File: src/design/deadline_timer_queue_defines.svh
// Assertion macros for the deadline timer queue.
// Included by the top level; depends on nothing.
// Macro names carry the DTQ prefix.
`ifndef DEADLINE_TIMER_QUEUE_DEFINES_SVH
`define DEADLINE_TIMER_QUEUE_DEFINES_SVH

// same-cycle implication
`define DTQ_ASSERT_IMP(lbl, clk, rst_n, ante, cons, msg) \
  lbl: assert property (@(posedge clk) disable iff (!rst_n) (ante) |-> (cons)) \
    else $error(msg);

// next-cycle implication
`define DTQ_ASSERT_NXT(lbl, clk, rst_n, ante, cons, msg) \
  lbl: assert property (@(posedge clk) disable iff (!rst_n) (ante) |=> (cons)) \
    else $error(msg);

`endif

File: src/design/dtq_pkg.sv
// Shared types and constants for the deadline timer queue.
// Used by dtq_cell and deadline_timer_queue; depends on nothing.
package dtq_pkg;

  localparam int unsigned QUEUE_DEPTH_DEF = 32;
  localparam int unsigned MAX_RESULTS     = 32;
  localparam int unsigned DUE_W           = 32;
  localparam int unsigned HANDLE_W        = 8;
  localparam int unsigned DELAY_W         = 16;

  typedef enum logic [1:0] {
    ST_ACCEPTED = 2'd0,
    ST_REFUSED  = 2'd1,
    ST_EXPIRED  = 2'd2,
    ST_NONE_DUE = 2'd3
  } status_e;

  typedef enum logic {
    MODE_REGISTER = 1'b0,
    MODE_RUN      = 1'b1
  } mode_e;

  typedef struct packed {
    logic                mode;
    logic [DUE_W-1:0]    now_time;
    logic [DELAY_W-1:0]  delay;
    logic [HANDLE_W-1:0] handle;
  } in_item_t;

  typedef struct packed {
    status_e             status;
    logic [HANDLE_W-1:0] out_handle;
    logic [DUE_W-1:0]    due_time;
    logic                last;
  } out_item_t;

  typedef struct packed {
    logic ins;
    logic pop;
  } cell_ctrl_t;

endpackage

File: src/design/dtq_cell.sv
// One slot of the sorted chain: holds a due time and a handle.
// Shifts right on insert behind the insertion point, left on pop.
// Depends on dtq_pkg.
module dtq_cell (
  input  logic                         clk_i,
  input  dtq_pkg::cell_ctrl_t          ctrl_i,
  input  logic                         valid_i,
  input  logic [dtq_pkg::DUE_W-1:0]    new_due_i,
  input  logic [dtq_pkg::HANDLE_W-1:0] new_handle_i,
  input  logic                         left_gt_i,
  input  logic [dtq_pkg::DUE_W-1:0]    left_due_i,
  input  logic [dtq_pkg::HANDLE_W-1:0] left_handle_i,
  input  logic [dtq_pkg::DUE_W-1:0]    right_due_i,
  input  logic [dtq_pkg::HANDLE_W-1:0] right_handle_i,
  output logic [dtq_pkg::DUE_W-1:0]    due_o,
  output logic [dtq_pkg::HANDLE_W-1:0] handle_o,
  output logic                         gt_o
);
  import dtq_pkg::*;

  logic [DUE_W-1:0]    due_q, due_d;
  logic [HANDLE_W-1:0] handle_q, handle_d;

  // empty slots count as later than anything
  assign gt_o = !valid_i || (due_q > new_due_i);

  always_comb begin
    due_d    = due_q;
    handle_d = handle_q;
    if (ctrl_i.ins && gt_o) begin
      if (left_gt_i) begin
        due_d    = left_due_i;
        handle_d = left_handle_i;
      end else begin
        due_d    = new_due_i;
        handle_d = new_handle_i;
      end
    end else if (ctrl_i.pop) begin
      due_d    = right_due_i;
      handle_d = right_handle_i;
    end
  end

  always_ff @(posedge clk_i) begin
    due_q    <= due_d;
    handle_q <= handle_d;
  end

  assign due_o    = due_q;
  assign handle_o = handle_q;

endmodule

File: src/design/deadline_timer_queue.sv
// Deadline timer queue top level: control sequencer, occupancy and result register.
// Depends on dtq_pkg, dtq_cell and deadline_timer_queue_defines.svh.
//
// Usage: drive item_i and raise start; the item is taken at a clock edge where
// start is high and busy is low. Results appear on res_o for exactly one cycle,
// marked by res_strobe_o; the receiver cannot hold them off.
// Register item (mode 0): one result (accepted or refused), last set, registered
// from the insert state. busy is high for one cycle, so items cannot go back to back.
// Run item (mode 1): the chain head is compared with now_time once a cycle;
// each expired entry is emitted and popped in its own cycle, earliest first,
// up to MAX_RESULTS per item, last set on the final one. With nothing due one
// result with status nothing-due follows; busy stays high for the whole run.
// On insert every cell compares its due time with the new one in parallel
// and the chain shifts right behind the insertion point.
// Reset empties the queue (occupancy zero) and clears the sequencer; slot
// contents are not cleared and need no clearing pass.
module deadline_timer_queue #(
  parameter int unsigned QueueDepth = dtq_pkg::QUEUE_DEPTH_DEF
) (
  input  logic                clk_i,
  input  logic                rst_ni,
  input  logic                start,
  output logic                busy,
  input  dtq_pkg::in_item_t   item_i,
  output logic                res_strobe_o,
  output dtq_pkg::out_item_t  res_o
);
  import dtq_pkg::*;

  `include "deadline_timer_queue_defines.svh"

  localparam int unsigned OccW = $clog2(QueueDepth + 1);
  localparam int unsigned CntW = $clog2(MAX_RESULTS + 1);

  localparam logic [1:0] StIdle = 2'd0;
  localparam logic [1:0] StIns  = 2'd1;
  localparam logic [1:0] StRun  = 2'd2;

  logic [1:0]          state_q, state_d;
  logic [OccW-1:0]     occ_q, occ_d;
  logic [CntW-1:0]     cnt_q, cnt_d;
  logic [DUE_W-1:0]    now_q, due_q;
  logic [HANDLE_W-1:0] handle_q;
  logic                res_strobe_q, res_strobe_d;
  out_item_t           res_q, res_d;

  cell_ctrl_t          ctrl;
  logic [DUE_W-1:0]    cell_due [QueueDepth];
  logic [HANDLE_W-1:0] cell_handle [QueueDepth];
  logic                cell_gt [QueueDepth];

  logic                accept;
  logic [DELAY_W-1:0]  dly_eff;
  logic [DUE_W:0]      due_sum;
  logic [DUE_W-1:0]    due_sat;
  logic                full;
  logic                head_ok, next_ok;

  assign accept  = start && !busy;
  assign busy    = (state_q != StIdle);
  assign dly_eff = (item_i.delay == '0) ? DELAY_W'(1) : item_i.delay;
  assign due_sum = {1'b0, item_i.now_time} + {{(DUE_W + 1 - DELAY_W){1'b0}}, dly_eff};
  assign due_sat = due_sum[DUE_W] ? '1 : due_sum[DUE_W-1:0];
  assign full    = (occ_q == OccW'(QueueDepth));

  assign head_ok = (occ_q != '0) && (cell_due[0] <= now_q) && (cnt_q != CntW'(MAX_RESULTS));
  assign next_ok = (occ_q > OccW'(1)) && (cell_due[1] <= now_q)
                   && ((cnt_q + CntW'(1)) != CntW'(MAX_RESULTS));

  for (genvar i = 0; i < QueueDepth; i++) begin : g_cell
    logic                valid;
    logic                left_gt;
    logic [DUE_W-1:0]    left_due, right_due;
    logic [HANDLE_W-1:0] left_handle, right_handle;

    assign valid = (OccW'(i) < occ_q);

    if (i == 0) begin : g_head
      assign left_gt     = 1'b0;
      assign left_due    = '0;
      assign left_handle = '0;
    end else begin : g_mid
      assign left_gt     = cell_gt[i-1];
      assign left_due    = cell_due[i-1];
      assign left_handle = cell_handle[i-1];
    end

    if (i == QueueDepth - 1) begin : g_tail
      assign right_due    = cell_due[i];
      assign right_handle = cell_handle[i];
    end else begin : g_body
      assign right_due    = cell_due[i+1];
      assign right_handle = cell_handle[i+1];
    end

    dtq_cell u_cell (
      .clk_i          (clk_i),
      .ctrl_i         (ctrl),
      .valid_i        (valid),
      .new_due_i      (due_q),
      .new_handle_i   (handle_q),
      .left_gt_i      (left_gt),
      .left_due_i     (left_due),
      .left_handle_i  (left_handle),
      .right_due_i    (right_due),
      .right_handle_i (right_handle),
      .due_o          (cell_due[i]),
      .handle_o       (cell_handle[i]),
      .gt_o           (cell_gt[i])
    );
  end

  always_comb begin
    state_d      = state_q;
    occ_d        = occ_q;
    cnt_d        = cnt_q;
    ctrl         = '0;
    res_strobe_d = 1'b0;
    res_d        = res_q;
    unique case (state_q)
      StIdle: begin
        cnt_d = '0;
        if (accept) begin
          state_d = (item_i.mode == MODE_RUN) ? StRun : StIns;
        end
      end
      StIns: begin
        res_strobe_d     = 1'b1;
        res_d.status     = full ? ST_REFUSED : ST_ACCEPTED;
        res_d.out_handle = handle_q;
        res_d.due_time   = due_q;
        res_d.last       = 1'b1;
        if (!full) begin
          ctrl.ins = 1'b1;
          occ_d    = occ_q + OccW'(1);
        end
        state_d = StIdle;
      end
      StRun: begin
        res_strobe_d = 1'b1;
        if (head_ok) begin
          res_d.status     = ST_EXPIRED;
          res_d.out_handle = cell_handle[0];
          res_d.due_time   = cell_due[0];
          res_d.last       = !next_ok;
          ctrl.pop         = 1'b1;
          occ_d            = occ_q - OccW'(1);
          cnt_d            = cnt_q + CntW'(1);
          if (!next_ok) begin
            state_d = StIdle;
          end
        end else begin
          res_d.status     = ST_NONE_DUE;
          res_d.out_handle = '0;
          res_d.due_time   = now_q;
          res_d.last       = 1'b1;
          state_d          = StIdle;
        end
      end
      default: begin
        state_d = StIdle;
      end
    endcase
  end

  always_ff @(posedge clk_i or negedge rst_ni) begin
    if (!rst_ni) begin
      state_q      <= StIdle;
      occ_q        <= '0;
      cnt_q        <= '0;
      res_strobe_q <= 1'b0;
    end else begin
      state_q      <= state_d;
      occ_q        <= occ_d;
      cnt_q        <= cnt_d;
      res_strobe_q <= res_strobe_d;
    end
  end

  always_ff @(posedge clk_i) begin
    res_q <= res_d;
    if (accept) begin
      now_q    <= item_i.now_time;
      due_q    <= due_sat;
      handle_q <= item_i.handle;
    end
  end

  assign res_strobe_o = res_strobe_q;
  assign res_o        = res_q;

  `DTQ_ASSERT_IMP(a_occ_bound, clk_i, rst_ni, 1'b1, occ_q <= OccW'(QueueDepth), "occupancy overflow")
  `DTQ_ASSERT_NXT(a_accept_busy, clk_i, rst_ni, accept, busy, "busy low after accept")
  `DTQ_ASSERT_IMP(a_refuse_full, clk_i, rst_ni, res_strobe_o && (res_o.status == ST_REFUSED), occ_q == OccW'(QueueDepth), "refused while not full")
  `DTQ_ASSERT_IMP(a_pop_limit, clk_i, rst_ni, state_q == StRun, cnt_q < CntW'(MAX_RESULTS), "burst limit exceeded")

endmodule

File: config.mk
export PLATFORM = sky130hd
export DESIGN_NAME = deadline_timer_queue
export DESIGN_NICKNAME = d
export VERILOG_FILES = /design/src/design/dtq_pkg.sv /design/src/design/dtq_cell.sv /design/src/design/deadline_timer_queue.sv
export VERILOG_INCLUDE_DIRS = /design/src /design/src/design
export SDC_FILE = /design/constraint.sdc
export NUM_CORES = 2
export LEC_CHECK = 0
export ABC_AREA = 1
export BUFFER_PORTS_ARGS = -buffer_cell sky130_fd_sc_hd__buf_2
export CAP_MARGIN = 15
export CORE_MARGIN = 1.5
export CORE_UTILIZATION = 40
export CTS_BUF_LIST = sky130_fd_sc_hd__clkbuf_4
export CTS_CLUSTER_SIZE = 28
export DETAILED_ROUTE_END_ITERATION = 10
export GPL_TIMING_DRIVEN = 0
export PLACE_DENSITY_LB_ADDON = 0.05
export SETUP_SLACK_MARGIN = 0.15
export SYNTH_ARGS = -nofsm -noshare
export SYNTH_HDL_FRONTEND = slang
export SYNTH_SLANG_ARGS = --single-unit
export TNS_END_PERCENT = 5
File: constraint.sdc
create_clock -name clk_i -period 5.15 [get_ports clk_i]
set_input_delay 0.2575 -clock clk_i [delete_from_list [all_inputs] [get_ports clk_i]]
set_output_delay 0.2575 -clock clk_i [all_outputs]
set_load 0.01 [all_outputs]
==> flow_summary.ini <==
[run_status]
status = completed

[synth]
synth_flop_cell = edfxtp_1
syn_area_mm2 = 0.102
yosysUniqueCellTypes = 40
synth-seq-cells = 1410
async_flop_share = 0.0106
syn_inst = 13700
syn-num-nets = 14900
ys_warn_count = 0
synth-edff-count = 1395
ys_seq_area_frac = 0.413
syn_area_per_cell_um2 = 7.46

[detailed_routing]
drt-total-wl_mm = 446
drtAntennaViolNets = 0
dr_total_vias = 102000
first_pass_iters = 6
viasPerCell = 5.58
drc = 0
wl_per_cell_um = 24.4
drt_iter0_drc = 10800

[finish]
syn2layout_area_growth_pct = 14.4
mostFrequentLayoutCells = 7,115 x nand2_1, 1,395 x edfxtp_1, 1,351 x nand3_1
drive_gt1_frac = 0.0910
fin_area_mm2 = 0.117
final_common_cell = nand2_1
fin_cells = 18300
nets = 15700

[grt]
grt-ovfl-total = 0
first_global_vias = 97700
antenna_found_initial = 43
grt_use_total = 0.335
grt_pass1_wl_mm = 638
grt_max_degree = 74

[sta]
fin_tns_setup_ns = 0
drv_slew = 0
hold_violations = 0
setup_viol = 0
finClkSkew_ns = 0.124
max_slew_margin = 0.0496
max_freq_mhz = 197
finalCriticalPeriod_ns = 5.08
fin_ws_ns = 0.0672
fin_crit_sh = 0.987
worstMarginPinSlew_ns = 1.43
rsz0062_at_grt = yes

[clock_network]
clk_latency_ns = 1.48
cts_buffer_depth = 4
cts_made_buffers = 418
cts_root_buf = clkbuf_4
cts.sinks = 1410
clk_pin_slew_ns = 0.07
htree_levels = 5
tritoncts = done

[place]
placedCellCount = 17300
gp_congestion = 0.937
place_area_mm2 = 0.109
pre_cts_ws_ns = -1.81
dp_hpwl_mm = 353
io_buffer_count = 104

[run]
max_cap_violations = 0

[power]
p_leak_nw = 56.7
power.density_mw_per_mm2 = 791
ir_worst_vdd_v = 0.000359
total_power_w = 0.0927

[min_path]
min_path_type = in2reg
hold_depth = 7
hold_start = item_i[25]
hold_path_end = due_q[3]

[worst_setup_path]
ff2ff_path_depth = 14
setup.worst_path.start_class = flop
r2r-start = due_q[31]
cp_max_fo = 32
critPathArrivalTime_ns = 6.24
path_buf_inv = 4
path_cells = clkbuf_4 -> inv_4 -> ha_1 -> nand2_1 -> nor2_1 -> nand4_1 -> nor4_2 -> nand4_1 -> nand2_1 -> nand2_1 -> nand2_1 -> buf_2 -> nand2_2 -> buf_12
critical_path_required_ns = 6.31
worstSetupPathType = reg2reg
r2r_slack_ns = 0.07
cpLargestDelayFamily = simple AND/OR/NAND/NOR gates
setup.worst_path.end_class = flop
max_stage_delay_ns = 0.56
slowest_stage = edfxtp_1
crit_top_cell = nand2_1
timing.rr.end = g_cell[2].u_cell.due_o[12]

[floorplan]
die_height_um = 509
start_util = 0.403
die_x_um = 509
core_area_mm2 = 0.254
ios = 105
fp-row-count = 185
die-area_mm2 = 0.259
==> tightest hold or removal path, cell delays in order <==
cell           delay, ns
dlygate4sd3_1       0.52
buf_2               0.16
ha_1                0.14
nand3_1             0.05
nand2_1             0.10
xnor2_1             0.12
nand2_1             0.09
==> layer usage <==
metal,track usage,up-vias,wire [µm]
met5,0.00481,-,275
met4,0.156,18,22200
met3,0.0749,1063,42900
met2,0.527,4641,196000
met1,0.437,48400,184000
li1,-,47600,-
==> synthesized netlist by cell type, types with 3 or more instances <==
cell type / instances / area share
a21o_1: 3 / 0.00022
a21oi_1: 533 / 0.026
a31oi_1: 34 / 0.0021
buf_1: 63 / 0.0023
buf_2: 274 / 0.013
clkbuf_1: 442 / 0.016
dfrtp_1: 15 / 0.0037
edfxtp_1: 1395 / 0.41
ha_1: 1112 / 0.14
inv_1: 347 / 0.013
inv_2: 39 / 0.0014
nand2_1: 7165 / 0.26
nand3_1: 1352 / 0.066
nand4_1: 114 / 0.0070
nor2_1: 344 / 0.013
nor3_1: 48 / 0.0023
nor4_1: 40 / 0.0024
o211ai_1: 31 / 0.0023
o21a_1: 39 / 0.0029
o21ai_0: 222 / 0.011
o21ai_1: 36 / 0.0018
o21bai_1: 4 / 0.00029
o22ai_1: 32 / 0.0020
or2_2: 6 / 0.00037
xnor2_1: 3 / 0.00026
xor2_1: 18 / 0.0015
==> cell type report <==
| cell class | instances | area (µm²) |
|---|---|---|
| repair buffers | 395 | 4670 |
| plain buffers | 767 | 3260 |
| fillers | 26000 | 137000 |
| clock buffers | 607 | 4560 |
| flip-flops and latches | 1410 | 42300 |
| diodes | 41 | 103 |
| clock inverters | 132 | 676 |
| well taps | 3366 | 4210 |
| multi-input cells | 11200 | 55900 |
| inverters | 388 | 1550 |
==> worst max path at each step <==
stage / slack (ns) / depth (start not counted) / start / end
global route: -0.01 / 16 / due_q[31] / g_cell[24].u_cell.due_o[18]
floorplan: 0.62 / 9 / due_q[27] / g_cell[31].u_cell.due_o[0]
finish: 0.07 / 14 / due_q[31] / g_cell[2].u_cell.due_o[12]
CTS: 0.13 / 15 / due_q[31] / g_cell[15].u_cell.due_o[8]
global placement: -4.46 / 9 / due_q[20] / g_cell[31].u_cell.due_o[14]
detailed placement: -1.81 / 15 / due_q[26] / g_cell[13].u_cell.handle_o[7]
==> through the flow <==
stage               hold slack [ns]  utilization
global placement              0.211        0.421
detailed placement            0.219        0.430
floorplan                   -0.0381            -
global route                 0.0589        0.460
finish                        0.132        0.461
CTS                         0.00476        0.459
==> cells by family after synthesis <==
group                    synth area share
adder cells (fa/ha/maj)             0.136
flip-flops                          0.413
AND/OR/NAND/NOR                     0.354
buffers and inverters              0.0461
XOR/XNOR                          0.00180
AO/OA/AOI/OAI                      0.0490
==> what timing repair did <==
| item | in CTS | in global routing |
|---|---|---|
| cloned | 0 | 0 |
| pin swaps | 0 | 1 |
| hold endpoints to repair | 161 | 0 |
| hold buffers | 148 | 0 |
| resized for setup | 80 | 29 |
| setup endpoints to repair | 2560 | 1048 |
| setup buffers | 46 | 6 |
==> registers in the layout (all words and copies together) (netlist names), 2 cells and up <==
register,flops
cnt_q,6
occ_q,6
g_cell.u_cell.handle_o,256
g_cell.u_cell.due_o,1024
state_q,2
due_q,32
res_o,43
now_q,32
handle_q,8
==> where the power goes <==
part,internal (W),switching [W],leakage [nW],total [W]
clock network,0.00562,0.00561,3.12,0.0112
logic,0.0160,0.0352,40.3,0.0512
registers,0.0231,0.00716,13.3,0.0303
total,0.0447,0.0480,56.7,0.0927
No activity file was read; power rests on OpenSTA's default activity.
